**config.mk**
```make
export PLATFORM = sky130hd
export DESIGN_NAME = bitmap_page_allocator_unit
export DESIGN_NICKNAME = d
export VERILOG_FILES = /design/src/sv/bpa_pkg.sv /design/src/sv/bpa_map.sv /design/src/sv/bpa_scan.sv /design/src/sv/bitmap_page_allocator_unit.sv
export SDC_FILE = /design/constraint.sdc
export NUM_CORES = 2
export LEC_CHECK = 0
export CAP_MARGIN = 30
export CORE_ASPECT_RATIO = 2
export CORE_MARGIN = 3
export CORE_UTILIZATION = 30
export CTS_BUF_LIST = sky130_fd_sc_hd__clkbuf_8
export DETAILED_ROUTE_END_ITERATION = 10
export DONT_BUFFER_PORTS = 1
export PLACE_DENSITY_LB_ADDON = 0.2
export RECOVER_POWER = 100
export SLEW_MARGIN = 20
export SYNTH_ARGS = -nofsm -noshare
export SYNTH_HDL_FRONTEND = slang
export SYNTH_HIERARCHICAL = 1
export SYNTH_SLANG_ARGS = --single-unit
```
**constraint.sdc**
```tcl
create_clock -name i_clk -period 15.7 [get_ports i_clk]
set_clock_uncertainty 0.05 [all_clocks]
set_input_delay 0.785 -clock i_clk [delete_from_list [all_inputs] [get_ports i_clk]]
set_output_delay 0.785 -clock i_clk [all_outputs]
set_load 0.1 [all_outputs]
```
**src/sv/bpa_pkg.sv**
```systemverilog
// Package for the bitmap page allocator: geometry, codes, state encoding,
// map port request type and saturating count helpers.
// No dependencies.
`timescale 1ns / 1ps
`default_nettype none
package bpa_pkg;

    // Bitmap geometry
    localparam int PAGES      = 4096;
    localparam int PAGE_W     = $clog2(PAGES);
    localparam int WORD_BITS  = 64;
    localparam int BIT_W      = $clog2(WORD_BITS);
    localparam int WORDS      = PAGES / WORD_BITS;
    localparam int WORD_AW    = $clog2(WORDS);
    localparam int CHUNK_BITS = 8;
    localparam int CHUNK_AW   = $clog2(WORD_BITS / CHUNK_BITS);

    // Field widths
    localparam int OP_W     = 2;
    localparam int ADDR_W   = 24;
    localparam int LEN_W    = 25;
    localparam int OFS_W    = 12;
    localparam int NPG_W    = LEN_W - OFS_W + 1;
    localparam int COUNT_W  = 13;
    localparam int RUN_W    = PAGE_W + 1;
    localparam logic [COUNT_W-1:0] COUNT_MAX = '1;

    typedef enum logic [OP_W-1:0] {
        OP_ALLOC   = 2'd0,
        OP_FREE    = 2'd1,
        OP_ADD     = 2'd2,
        OP_RESERVE = 2'd3
    } t_opcode;

    typedef enum logic [1:0] {
        ST_OK         = 2'd0,
        ST_MISALIGNED = 2'd1,
        ST_NO_RUN     = 2'd2,
        ST_BOUNDS     = 2'd3
    } t_status;

    typedef enum logic [2:0] {
        S_IDLE,
        S_SCAN_RD,
        S_SCAN,
        S_MARK_RD,
        S_MARK_WR,
        S_DONE
    } t_state;

    typedef struct packed {
        logic                 rd_en;
        logic                 wr_en;
        logic [WORD_AW-1:0]   addr;
        logic [WORD_BITS-1:0] wr_data;
    } t_map_req;

    function automatic logic [COUNT_W-1:0] sat_add(input logic [COUNT_W-1:0] a,
                                                   input logic [NPG_W-1:0] b);
        logic [NPG_W:0] s;
        s = {2'b00, a} + {1'b0, b};
        return (s > {2'b00, COUNT_MAX}) ? COUNT_MAX : s[COUNT_W-1:0];
    endfunction

    function automatic logic [COUNT_W-1:0] sat_sub(input logic [COUNT_W-1:0] a,
                                                   input logic [NPG_W-1:0] b);
        return (b >= {1'b0, a}) ? '0 : a - b[COUNT_W-1:0];
    endfunction

endpackage
`default_nettype wire

```
**src/sv/bpa_map.sv**
```systemverilog
// Page bitmap storage: one memory word per 64 pages, per-word valid bits.
// A word never written reads as all used. Depends on bpa_pkg.
`timescale 1ns / 1ps
`default_nettype none
module bpa_map (
    input  wire logic                          i_clk,
    input  wire logic                          i_rst_n,
    input  wire bpa_pkg::t_map_req             i_req,
    output logic [bpa_pkg::WORD_BITS-1:0]      o_rd_word
);

    logic [bpa_pkg::WORD_BITS-1:0] r_mem [bpa_pkg::WORDS];
    logic [bpa_pkg::WORDS-1:0]     r_vld;
    logic [bpa_pkg::WORD_BITS-1:0] r_rd_data;
    logic                          r_rd_vld;

    // Write and read the memory array
    always_ff @(posedge i_clk) begin
        if (i_req.wr_en) begin
            r_mem[i_req.addr] <= i_req.wr_data;
        end
        if (i_req.rd_en) begin
            r_rd_data <= r_mem[i_req.addr];
        end
    end

    // Track written words; reset leaves every page used
    always_ff @(posedge i_clk) begin
        if (!i_rst_n) begin
            r_vld    <= '0;
            r_rd_vld <= 1'b0;
        end else begin
            if (i_req.wr_en) begin
                r_vld[i_req.addr] <= 1'b1;
            end
            if (i_req.rd_en) begin
                r_rd_vld <= r_vld[i_req.addr];
            end
        end
    end

    assign o_rd_word = r_rd_vld ? r_rd_data : '1;

endmodule
`default_nettype wire

```
**src/sv/bpa_scan.sv**
```systemverilog
// First-fit run tracker: advances the free-run search across one 8-page chunk.
// Depends on bpa_pkg.
`timescale 1ns / 1ps
`default_nettype none
module bpa_scan (
    input  wire logic [bpa_pkg::CHUNK_BITS-1:0] i_used,
    input  wire logic [bpa_pkg::PAGE_W-1:0]     i_base,
    input  wire logic [bpa_pkg::RUN_W-1:0]      i_run,
    input  wire logic [bpa_pkg::PAGE_W-1:0]     i_start,
    input  wire logic [bpa_pkg::NPG_W-1:0]      i_pages,
    output logic [bpa_pkg::RUN_W-1:0]           o_run,
    output logic [bpa_pkg::PAGE_W-1:0]          o_start,
    output logic                                o_found
);

    localparam int LOW_W = $clog2(bpa_pkg::CHUNK_BITS);

    // Walk the chunk low page first; stop once the run is long enough
    always_comb begin
        logic [bpa_pkg::RUN_W-1:0]  run;
        logic [bpa_pkg::PAGE_W-1:0] start;
        logic                       found;
        run   = i_run;
        start = i_start;
        found = 1'b0;
        for (int b = 0; b < bpa_pkg::CHUNK_BITS; b++) begin
            if (!found) begin
                if (!i_used[b]) begin
                    if (run == '0) begin
                        start = {i_base[bpa_pkg::PAGE_W-1:LOW_W], LOW_W'(b)};
                    end
                    run = run + 1'b1;
                    if ({{(bpa_pkg::NPG_W-bpa_pkg::RUN_W){1'b0}}, run} == i_pages) begin
                        found = 1'b1;
                    end
                end else begin
                    run = '0;
                end
            end
        end
        o_run   = run;
        o_start = start;
        o_found = found;
    end

endmodule
`default_nettype wire

```
**src/sv/bitmap_page_allocator_unit.sv**
```systemverilog
// Top level of the bitmap page allocator: request sequencer, page counts,
// result register. Depends on bpa_pkg, bpa_map, bpa_scan.
//
//   channel  | direction | handshake                  | payload
//   request  | in        | i_in_valid / o_in_ready    | i_opcode, i_address, i_length_bytes
//   result   | out       | o_out_valid / i_out_ready  | o_status, o_result_address,
//            |           |                            | o_free_pages, o_used_pages, o_total_pages
//
// One request at a time. Allocate scans 8 pages a cycle, with a map read before each word
// of 64 pages, then marks each word of the run with a read and a write. Free, add and
// reserve read and write each bitmap word in the range, then load the result.
// A waiting result holds the sequencer in its last state until taken.
// Reset (synchronous) marks every page used and zeroes the counts.
`timescale 1ns / 1ps
`default_nettype none
module bitmap_page_allocator_unit (
    input  wire logic                            i_clk,
    input  wire logic                            i_rst_n,
    input  wire logic                            i_in_valid,
    output logic                                 o_in_ready,
    input  wire logic [bpa_pkg::OP_W-1:0]        i_opcode,
    input  wire logic [bpa_pkg::ADDR_W-1:0]      i_address,
    input  wire logic [bpa_pkg::LEN_W-1:0]       i_length_bytes,
    output logic                                 o_out_valid,
    input  wire logic                            i_out_ready,
    output logic [1:0]                           o_status,
    output logic [bpa_pkg::ADDR_W-1:0]           o_result_address,
    output logic [bpa_pkg::COUNT_W-1:0]          o_free_pages,
    output logic [bpa_pkg::COUNT_W-1:0]          o_used_pages,
    output logic [bpa_pkg::COUNT_W-1:0]          o_total_pages
);

    localparam int PW = bpa_pkg::PAGE_W;

    bpa_pkg::t_state                r_state, n_state;
    bpa_pkg::t_opcode               r_op, n_op;
    bpa_pkg::t_status               r_status, n_status;
    logic                           r_apply, n_apply;
    logic [bpa_pkg::NPG_W-1:0]      r_pages, n_pages;
    logic [PW-1:0]                  r_base, n_base;
    logic [bpa_pkg::WORD_AW-1:0]    r_word, n_word;
    logic [bpa_pkg::CHUNK_AW-1:0]   r_chunk, n_chunk;
    logic [bpa_pkg::RUN_W-1:0]      r_run, n_run;
    logic [PW-1:0]                  r_start, n_start;
    logic [bpa_pkg::COUNT_W-1:0]    r_free, n_free;
    logic [bpa_pkg::COUNT_W-1:0]    r_used, n_used;
    logic [bpa_pkg::COUNT_W-1:0]    r_total, n_total;
    logic                           r_out_valid, n_out_valid;
    logic [1:0]                     r_out_status, n_out_status;
    logic [bpa_pkg::ADDR_W-1:0]     r_out_addr, n_out_addr;

    bpa_pkg::t_map_req              map_req;
    logic [bpa_pkg::WORD_BITS-1:0]  rd_word;
    logic [bpa_pkg::CHUNK_BITS-1:0] scan_used;
    logic [bpa_pkg::RUN_W-1:0]      scan_run;
    logic [PW-1:0]                  scan_start;
    logic                           scan_found;
    logic [bpa_pkg::NPG_W-1:0]      in_pages;
    logic [bpa_pkg::NPG_W:0]        in_end;
    logic [PW-1:0]                  last_page;
    logic [bpa_pkg::BIT_W:0]        lo_bit, hi_bit;
    logic [bpa_pkg::WORD_BITS-1:0]  mark_mask;

    bpa_map u_map (
        .i_clk     (i_clk),
        .i_rst_n   (i_rst_n),
        .i_req     (map_req),
        .o_rd_word (rd_word)
    );

    assign scan_used = rd_word[{r_chunk, {bpa_pkg::CHUNK_AW{1'b0}}} +: bpa_pkg::CHUNK_BITS];

    bpa_scan u_scan (
        .i_used  (scan_used),
        .i_base  ({r_word, r_chunk, {bpa_pkg::CHUNK_AW{1'b0}}}),
        .i_run   (r_run),
        .i_start (r_start),
        .i_pages (r_pages),
        .o_run   (scan_run),
        .o_start (scan_start),
        .o_found (scan_found)
    );

    // Round the request length up to whole pages; find the range end
    assign in_pages = bpa_pkg::NPG_W'(({1'b0, i_length_bytes} + 26'(12'hfff)) >> bpa_pkg::OFS_W);
    assign in_end   = {{(bpa_pkg::NPG_W+1-PW){1'b0}}, i_address[bpa_pkg::ADDR_W-1 -: PW]}
                      + {1'b0, in_pages};

    // Build the bit mask for the current word of the marked range
    assign last_page = PW'({1'b0, r_base} + r_pages[PW:0] - 1'b1);
    always_comb begin
        lo_bit = (r_word == r_base[PW-1:bpa_pkg::BIT_W])
                 ? {1'b0, r_base[bpa_pkg::BIT_W-1:0]} : '0;
        hi_bit = (r_word == last_page[PW-1:bpa_pkg::BIT_W])
                 ? {1'b0, last_page[bpa_pkg::BIT_W-1:0]} + 1'b1
                 : (bpa_pkg::BIT_W+1)'(bpa_pkg::WORD_BITS);
        for (int b = 0; b < bpa_pkg::WORD_BITS; b++) begin
            mark_mask[b] = ((bpa_pkg::BIT_W+1)'(b) >= lo_bit)
                           && ((bpa_pkg::BIT_W+1)'(b) < hi_bit);
        end
    end

    // Hold state, counts and the result beat
    always_ff @(posedge i_clk) begin
        if (!i_rst_n) begin
            r_state     <= bpa_pkg::S_IDLE;
            r_free      <= '0;
            r_used      <= '0;
            r_total     <= '0;
            r_out_valid <= 1'b0;
        end else begin
            r_state     <= n_state;
            r_free      <= n_free;
            r_used      <= n_used;
            r_total     <= n_total;
            r_out_valid <= n_out_valid;
        end
    end

    always_ff @(posedge i_clk) begin
        r_op         <= n_op;
        r_status     <= n_status;
        r_apply      <= n_apply;
        r_pages      <= n_pages;
        r_base       <= n_base;
        r_word       <= n_word;
        r_chunk      <= n_chunk;
        r_run        <= n_run;
        r_start      <= n_start;
        r_out_status <= n_out_status;
        r_out_addr   <= n_out_addr;
    end

    // Sequence the request: scan (allocate only), mark, then load the result beat
    always_comb begin
        n_state      = r_state;
        n_op         = r_op;
        n_status     = r_status;
        n_apply      = r_apply;
        n_pages      = r_pages;
        n_base       = r_base;
        n_word       = r_word;
        n_chunk      = r_chunk;
        n_run        = r_run;
        n_start      = r_start;
        n_free       = r_free;
        n_used       = r_used;
        n_total      = r_total;
        n_out_valid  = r_out_valid && !i_out_ready;
        n_out_status = r_out_status;
        n_out_addr   = r_out_addr;
        map_req      = '0;
        map_req.addr = r_word;
        o_in_ready   = 1'b0;

        case (r_state)
            bpa_pkg::S_IDLE: begin
                o_in_ready = 1'b1;
                if (i_in_valid) begin
                    n_op     = bpa_pkg::t_opcode'(i_opcode);
                    n_pages  = in_pages;
                    n_base   = i_address[bpa_pkg::ADDR_W-1 -: PW];
                    n_apply  = 1'b0;
                    n_status = bpa_pkg::ST_OK;
                    n_run    = '0;
                    n_start  = '0;
                    n_chunk  = '0;
                    if (bpa_pkg::t_opcode'(i_opcode) == bpa_pkg::OP_ALLOC) begin
                        n_word  = '0;
                        n_state = (in_pages == '0) ? bpa_pkg::S_DONE : bpa_pkg::S_SCAN_RD;
                    end else if (in_end > (bpa_pkg::NPG_W+1)'(bpa_pkg::PAGES)) begin
                        n_status = bpa_pkg::ST_BOUNDS;
                        n_state  = bpa_pkg::S_DONE;
                    end else begin
                        if (bpa_pkg::t_opcode'(i_opcode) != bpa_pkg::OP_RESERVE
                            && i_address[bpa_pkg::OFS_W-1:0] != '0) begin
                            n_status = bpa_pkg::ST_MISALIGNED;
                        end
                        n_word  = i_address[bpa_pkg::ADDR_W-1 -: bpa_pkg::WORD_AW];
                        n_start = i_address[bpa_pkg::ADDR_W-1 -: PW];
                        n_state = (in_pages == '0) ? bpa_pkg::S_DONE : bpa_pkg::S_MARK_RD;
                    end
                end
            end
            bpa_pkg::S_SCAN_RD: begin
                map_req.rd_en = 1'b1;
                n_state       = bpa_pkg::S_SCAN;
            end
            bpa_pkg::S_SCAN: begin
                n_run   = scan_run;
                n_start = scan_start;
                n_chunk = r_chunk + 1'b1;
                if (scan_found) begin
                    n_base  = scan_start;
                    n_word  = scan_start[PW-1:bpa_pkg::BIT_W];
                    n_state = bpa_pkg::S_MARK_RD;
                end else if (r_chunk == '1) begin
                    n_word = r_word + 1'b1;
                    if (r_word == '1) begin
                        n_status = bpa_pkg::ST_NO_RUN;
                        n_start  = '0;
                        n_state  = bpa_pkg::S_DONE;
                    end else begin
                        n_state = bpa_pkg::S_SCAN_RD;
                    end
                end
            end
            bpa_pkg::S_MARK_RD: begin
                map_req.rd_en = 1'b1;
                n_state       = bpa_pkg::S_MARK_WR;
            end
            bpa_pkg::S_MARK_WR: begin
                map_req.wr_en   = 1'b1;
                map_req.wr_data = (r_op == bpa_pkg::OP_FREE || r_op == bpa_pkg::OP_ADD)
                                  ? (rd_word & ~mark_mask) : (rd_word | mark_mask);
                n_word = r_word + 1'b1;
                if (r_word == last_page[PW-1:bpa_pkg::BIT_W]) begin
                    n_apply = 1'b1;
                    n_state = bpa_pkg::S_DONE;
                end else begin
                    n_state = bpa_pkg::S_MARK_RD;
                end
            end
            bpa_pkg::S_DONE: begin
                if (!r_out_valid || i_out_ready) begin
                    if (r_apply) begin
                        case (r_op)
                            bpa_pkg::OP_ALLOC: begin
                                n_free = bpa_pkg::sat_sub(r_free, r_pages);
                                n_used = bpa_pkg::sat_add(r_used, r_pages);
                            end
                            bpa_pkg::OP_FREE: begin
                                n_free = bpa_pkg::sat_add(r_free, r_pages);
                                n_used = bpa_pkg::sat_sub(r_used, r_pages);
                            end
                            bpa_pkg::OP_ADD: begin
                                n_free  = bpa_pkg::sat_add(r_free, r_pages);
                                n_total = bpa_pkg::sat_add(r_total, r_pages);
                            end
                            default: begin
                            end
                        endcase
                    end
                    n_out_valid  = 1'b1;
                    n_out_status = r_status;
                    n_out_addr   = (r_op == bpa_pkg::OP_ALLOC && r_apply)
                                   ? bpa_pkg::ADDR_W'({r_base, {bpa_pkg::OFS_W{1'b0}}})
                                   : '0;
                    n_state      = bpa_pkg::S_IDLE;
                end
            end
            default: begin
                n_state = bpa_pkg::S_IDLE;
            end
        endcase
    end

    assign o_out_valid      = r_out_valid;
    assign o_status         = r_out_status;
    assign o_result_address = r_out_addr;
    assign o_free_pages     = r_free;
    assign o_used_pages     = r_used;
    assign o_total_pages    = r_total;

endmodule
`default_nettype wire
```
[After elaboration in Yosys (flattened, before gate mapping)]
Memory sizes are Yosys's and may differ from the RTL's. A register that Yosys moved wholly into a read port is not among the register bits.
Cells that the tools add are included.
Storage, ports and cells
  bits in registers: 199
  memories kept: 1
  memory bits (writable): 4096
Cells by class
  reductions and logical operators: 103
  bitwise operators: 4
  shift-type cells: 1
  eq/ne operators: 29
  add/sub/neg operators: 20
  mux-type cells: 126
  $lt $le $gt $ge: 136
Memory list
  u_map.r_mem: words 64, bits a word 64, rd ports 1, clocked after Yosys merged registers in 1, wr ports 1, line bpa_map.sv:12  | logic [bpa_pkg::WORD_BITS-1:0] r_mem [bpa_pkg::WORDS];
Operators by type and width (count)
  $mux W12: 31
  $mux W13: 21
  $lt A6 B7 Y1 const A: 32
  $ge A6 B6 Y1 const A: 32
  $mux W64: 3
  $or A64 B64 Y64: 2
  $eq A13 B14 Y1: 8
  $lt A5 B7 Y1 const A: 16
  $add A13 B1 Y13 const B: 8
  $logic_not A13 Y1: 8
  $ge A5 B6 Y1 const A: 16
  $pmux W13 S2: 3
  $logic_and A1 B1 Y1: 68
  $and A64 B64 Y64: 1
  $not A64 Y64: 1
  $shiftx A64 B7 Y8: 1
  $gt A15 B13 Y1 const B: 4
  $lt A4 B7 Y1 const A: 8
  $ge A4 B6 Y1 const A: 8
  $pmux W12 S2: 2
  $add A13 B14 Y15: 3
  $mux W6: 6
  $mux W1: 35
  $mux W3: 11
  other kinds (48): 91

[Depth between registers and ports, before layout]
  depth in word-level cells: 29
  gate-level depth with buffers: 68
  depth with buffers taken out: 55

[Cells and area by module]
The synthesis kept the hierarchy.
By module, submodules not included
  bpa_map: cells an instance 8432, times used 1, area each 160893.1 um^2
  bitmap_page_allocator_unit: cells an instance 1655, times used 1, area each 13339.0 um^2
  bpa_scan: cells an instance 1525, times used 1, area each 10038.4 um^2

[Least setup slack after synthesis]
Ideal clock, no wire load.
  kind: reg-to-reg
  from: register r_chunk[0] (netlist bit)
  to: register r_base[0], enable pin
  data required time: 15296 ps
  path slack: 1745 ps
  arrival: 13551 ps
  stages on the path, launching flop included: 61
  period minus slack after synthesis: 13955 ps
  path through: edfxtp_1 clkbuf_1 buf_1 mux4_2 mux2_2 clkbuf_1 clkbuf_1 buf_1 nor2b_1 ha_1 nand2b_1 or2_0 o32a_1 clkbuf_1 xnor2_1 a221o_1 a2111oi_1 and2_1 [25 not listed] or3_1 o41a_1 nand4bb_1 or3_1 clkbuf_1 nand2_1 clkbuf_1 a21o_1 ha_1 o21ai_0 nor4_1 xnor2_1 nand4_1 nor4_1 a41o_1 clkbuf_1 nand2_1 nand2_1
Between the ends
  word-level cells in the longest chain between the ends: 27
  elaborated cells between the ends (all ways): 52
  those cells by class: add/sub: 7; eq/ne: 8; shift: 1; mux: 35; reduce/logical: 1
Ends and longest elaborated chain
  from (decl): line bitmap_page_allocator_unit.sv:42  | logic [bpa_pkg::CHUNK_AW-1:0] r_chunk, n_chunk;
  from (signal assigned): line bitmap_page_allocator_unit.sv:127  | r_chunk <= n_chunk;
  $shiftx A64 B7 Y8 *: line bitmap_page_allocator_unit.sv:71  | assign scan_used = rd_word[{r_chunk, {bpa_pkg::CHUNK_AW{1'b0}}} +: bpa_pkg::CHUNK_BITS];
  via scan_used (one bit): line bitmap_page_allocator_unit.sv:54  | logic [bpa_pkg::CHUNK_BITS-1:0] scan_used;
  $mux W13: line bpa_scan.sv:28  | if (!i_used[b]) begin
  $add A13 B1 Y13: line bpa_scan.sv:32  | run = run + 1'b1;
  $mux W13 / $eq A13 B14 Y1 (equally long branches): line bpa_scan.sv:28, bpa_scan.sv:33
  $mux W13 / $mux W1 (equally long branches): line bpa_scan.sv:27, bpa_scan.sv:33
  $add A13 B1 Y13 / $mux W1 (equally long branches): line bpa_scan.sv:32, bpa_scan.sv:28
  $mux W13 (tied with other cells): line bpa_scan.sv:28
  [13 not listed]
  $add A13 B1 Y13: line bpa_scan.sv:32
  $eq A13 B14 Y1: line bpa_scan.sv:33  | if ({{(bpa_pkg::NPG_W-bpa_pkg::RUN_W){1'b0}}, run} == i_pages) begin
  $mux W1: line bpa_scan.sv:33
  $mux W1: line bpa_scan.sv:28
  $mux W1 *: line bpa_scan.sv:27  | if (!found) begin
  via scan_found: line bitmap_page_allocator_unit.sv:57  | logic scan_found;
  $ne A2 B2 Y1 (no source line) *
  $reduce_and A3 Y1 (no source line) *
  to (signal assigned): line bitmap_page_allocator_unit.sv:125  | r_base <= n_base;
  to (decl): line bitmap_page_allocator_unit.sv:40  | logic [PW-1:0] r_base, n_base;
The timed path passes the listed nets; every way through them passes the cells marked *.
A chain may end at the register's enable or synchronous reset.

[Worst setup path in the final report]
  from: register r_word[0] (netlist bit)
  to: memory u_map/r_mem[12][52] (netlist bit), enable pin
RTL lines
  from (decl): line bitmap_page_allocator_unit.sv:41  | logic [bpa_pkg::WORD_AW-1:0] r_word, n_word;
  from (signal assigned): line bitmap_page_allocator_unit.sv:126  | r_word <= n_word;
  to (decl): line bpa_map.sv:12
No word-level cell before the write port.

==> impl_metrics.csv <==
group,metric,value,unit
floorplan,die_w,560,um
synth,synth.distinct_cells,132,
power_and_ir_drop,powerDensity,161,nW/um^2
synth,syn_inst,11600,
power_and_ir_drop,finalPower,33.3,mW
sta,maxSlewHeadroom,-5.57,
power_and_ir_drop,combPwrFrac,0.336,
synth,synth_edf_count,4239,
setup_path,slowest_stage,"clkbuf_1",
global_route,grt_overflow,0,
drt,first_pass_iters,8,
drt,dr_total_vias,122000,
sta,setup_violations,0,
sta,final_hold_viol_count,0,
outcome,status,"complete, but fails checks",
sta,tightest_slew,9860,ps
power_and_ir_drop,p_int,20.5,mW
floorplan,io_pins,122,
placed_design,post_dp_cell_area,197000,um^2
setup_path,max_stage_delay,3870,ps
finish,nets,12300,
synth,synth-main-ff-cell,"edfxtp_1",
setup_path,crit_chain,"clkbuf_1 > clkbuf_1 > nor2_1 > clkbuf_1 > clkbuf_1 > nand2_1 > nor2_1 > clkbuf_2",
power_and_ir_drop,net-switching-power,12.7,mW
drt,drc_errors,0,
global_route,grt_antenna_before_repair,53,
global_route,grt_max_degree,110,
sta,min_period,15460,ps
floorplan,dieHeight,1110,um
setup_path,cp-start-kind,"register",
drt,wl_per_cell,40.0,um
worst_hold_path,hp-class,"input pin to register",
setup_path,worstPathRequired,16340,ps
power_and_ir_drop,seqPwrFrac,0.408,
sta,rsz0062_at_grt,"no",
drt,antenna_left,0,
clock_tree,path_clk_slew,70,ps
clock_tree,clockBufferDepth,5,
global_route,grt_pass1_vias,121000,
floorplan,rows,406,
finish,drive_gt1_frac,0.158,
power_and_ir_drop,p_sw_frac,0.383,
global_route,track_usage,0.257,
outcome,violations,"capacitance limit, slew limit",
clock_tree,h-tree-depth,6,
job,cap_violations,296,
placed_design,hpwlAfterDp,501000,um
synth,async_flop_share,0,
synth,postSynthAreaPerCell,15.9,um^2
placed_design,gp_congestion,0.948,
drt,routed_wl,829000,um
global_route,grt_pass1_wl,1100000,um
floorplan,core,612000,um^2
placed_design,port_buffers,0,
clock_tree,cts_buffers,633,
clock_tree,clk_latency,1280,ps
setup_path,cp_max_fo,61,
synth,ys.warnings.count,6,
sta,finalCritPeriodShare,0.985,
synth,ys_seq_area_frac,0.703,
finish,syn_to_final_growth,12.2,%
setup_path,worstSetupPathType,"register to register",
power_and_ir_drop,peakVddDrop,0.110,mV
synth,synth-seq-cells,4347,
sta,finalMaxSlewViolations,9088,
power_and_ir_drop,p_leak,63.1,nW
sta,fmax,64.7,MHz
clock_tree,cts-root-buf,"clkbuf_8",
setup_path,critical_path_arrival,16090,ps
clock_tree,cts_tree,"built",
drt,drt-initial-drc-count,13600,
clock_tree,clock_sinks,4347,
setup_path,crit_top_cell,"clkbuf_1",
floorplan,die-area,624000,um^2
power_and_ir_drop,clockPowerShare,0.256,
setup_path,endpoint_kind,"register",
drt,vias_per_cell,5.87,
floorplan,start_util,0.301,
finish,design_area,207000,um^2
sta,setup_tns,0,ps
synth,netlist_area,184000,um^2
==> kinds of logic (layout without fill, tap and decap cells) <==
kind of cell | Yosys count | in the layout | share of synthesized area
compound gates | 2750 | 2750 | 0.110
xor+xnor | 196 | 196 | 0.00996
fa+ha+maj | 156 | 156 | 0.0109
buf+inv | 974 | 1889 | 0.0248
flops | 4347 | 4347 | 0.703
mux | 1154 | 1154 | 0.0875
other cells | 1 | 66 | 0.0000204
simple gates | 2034 | 2034 | 0.0546
==> per-stage QoR <==
stage | util | setup slack, ps | cells | hold WS (ps)
floorplan | - | 1750 | 11600 | 350
global placement | 0.322 | 351 | 19600 | 378
detailed placement | 0.323 | 818 | 19600 | 386
CTS | 0.341 | 667 | 20700 | 0.882
global route | 0.338 | 30.4 | 20700 | 82.1
finish | 0.338 | 242 | 20800 | 93.2
==> cells in the mapped netlist (52+ instances only) <==
| cell type | number | area (um^2) |
|---|---|---|
| a211oi_1 | 77 | 578 |
| a21oi_1 | 410 | 2050 |
| a221o_1 | 96 | 961 |
| a221oi_1 | 486 | 4260 |
| a22o_1 | 79 | 692 |
| a22oi_1 | 267 | 2000 |
| a31oi_1 | 78 | 488 |
| and3_1 | 83 | 519 |
| buf_1 | 77 | 289 |
| buf_2 | 273 | 1370 |
| buf_4 | 108 | 811 |
| clkbuf_1 | 323 | 1210 |
| dfxtp_1 | 108 | 2160 |
| edfxtp_1 | 4239 | 127000 |
| ha_1 | 149 | 1860 |
| inv_1 | 161 | 604 |
| mux2_2 | 332 | 3740 |
| mux2i_1 | 485 | 4850 |
| mux4_2 | 329 | 7410 |
| nand2_1 | 510 | 1910 |
| nand2b_1 | 104 | 651 |
| nand3_1 | 129 | 646 |
| nand4_1 | 89 | 557 |
| nor2_1 | 585 | 2200 |
| nor3_1 | 138 | 691 |
| nor4_1 | 54 | 338 |
| o211ai_1 | 58 | 435 |
| o21a_1 | 97 | 728 |
| o21ai_0 | 341 | 1710 |
| o221ai_1 | 56 | 490 |
| o22ai_1 | 230 | 1440 |
| or3_1 | 62 | 388 |
| xnor2_1 | 135 | 1180 |
| xor2_1 | 52 | 455 |
==> path summary, 6_finish.rpt <==
| check | end | slack, ps | startpoint | depth (start not counted) |
|---|---|---|---|---|
| hold reg to reg | o_status[1] | 400 | r_status[1] | 0 |
| setup reg to reg | u_map/r_mem[12][52] | 240 | r_word[0] | 8 |
| hold / removal | r_state[1] | 90 | i_length_bytes[18] | 5 |
| setup / recovery | u_map/r_mem[12][52] | 240 | r_word[0] | 8 |
==> power by group through the flow <==
stage | sequential, mW | combinational, mW | clock, mW
after global routing | 13.6 | 11.4 | 9.08
final | 13.6 | 11.2 | 8.51
after detailed placement | 13.7 | 11.1 | 0
after floorplan | 13.7 | 6.01 | 0
after CTS | 13.5 | 11.2 | 8.67
after global placement | 13.7 | 11.1 | 0
==> critical path, delay by kind of cell, from the launching register on <==
| kind | cells | cell delay (ps) |
|---|---|---|
| buffers and inverters | 5 | 10420 |
| AND/OR/NAND/NOR | 3 | 3610 |
| flip-flops | 1 | 400 |
==> placed cells by master (no fill, tap or decap), types with 58 or more instances in the layout <==
cell,n
o211ai_1,58
buf_4,298
a211oi_1,72
and3_1,81
nand2b_1,102
dfxtp_1,107
clkbuf_8,650
a31oi_1,79
mux2i_1,455
edfxtp_1,4239
nand4_1,89
or3_1,61
ha_1,149
mux4_2,329
a221oi_1,488
nand3_1,128
xnor2_1,134
clkinv_1,131
a22oi_1,267
o21ai_0,342
mux2_2,325
a221o_1,96
nand2_1,506
o22ai_1,230
inv_1,346
clkbuf_1,305
a22o_1,79
a21oi_1,407
o21a_1,97
nor2_1,558
nor3_1,135
==> area by class of cell <==
cell class              instances  area, um^2
diodes                         54         135
inverters                     170         661
clock buffers                 650        8950
repair buffers                679        4310
flip-flops and latches       4347      129000
well taps                    8160       10200
fillers                     59600      405000
multi-input cells            6302       51200
clock inverters               390        1900
==> sequential cells by signal, summed over array words and instances (netlist names), 3 cells and up <==
register,count
o_total_pages,13
u_map/r_mem,4096
r_run,13
r_pages,14
o_used_pages,13
o_free_pages,13
u_map/r_vld,64
r_start,12
r_state,3
r_chunk,3
o_result_address,12
r_word,6
u_map/r_rd_data,64
r_base,12
==> routing by layer <==
metal | part of all wire | GRT usage | vias to the layer above
li1 | - | - | 48200
met1 | 0.33 | 0.265 | 64900
met2 | 0.52 | 0.470 | 6438
met3 | 0.064 | 0.0391 | 2328
met4 | 0.089 | 0.190 | 10
met5 | 0.000093 | 0 | -
==> repair_timing <==
item                                    in CTS  in global routing
buffers inserted                             0                  0
endpoints found under the hold margin      171                  0
hold buffers                                42                  0
endpoints found under the setup margin       0                 10
resized for setup                            0                  4
No activity file was read; power rests on OpenSTA's default activity.
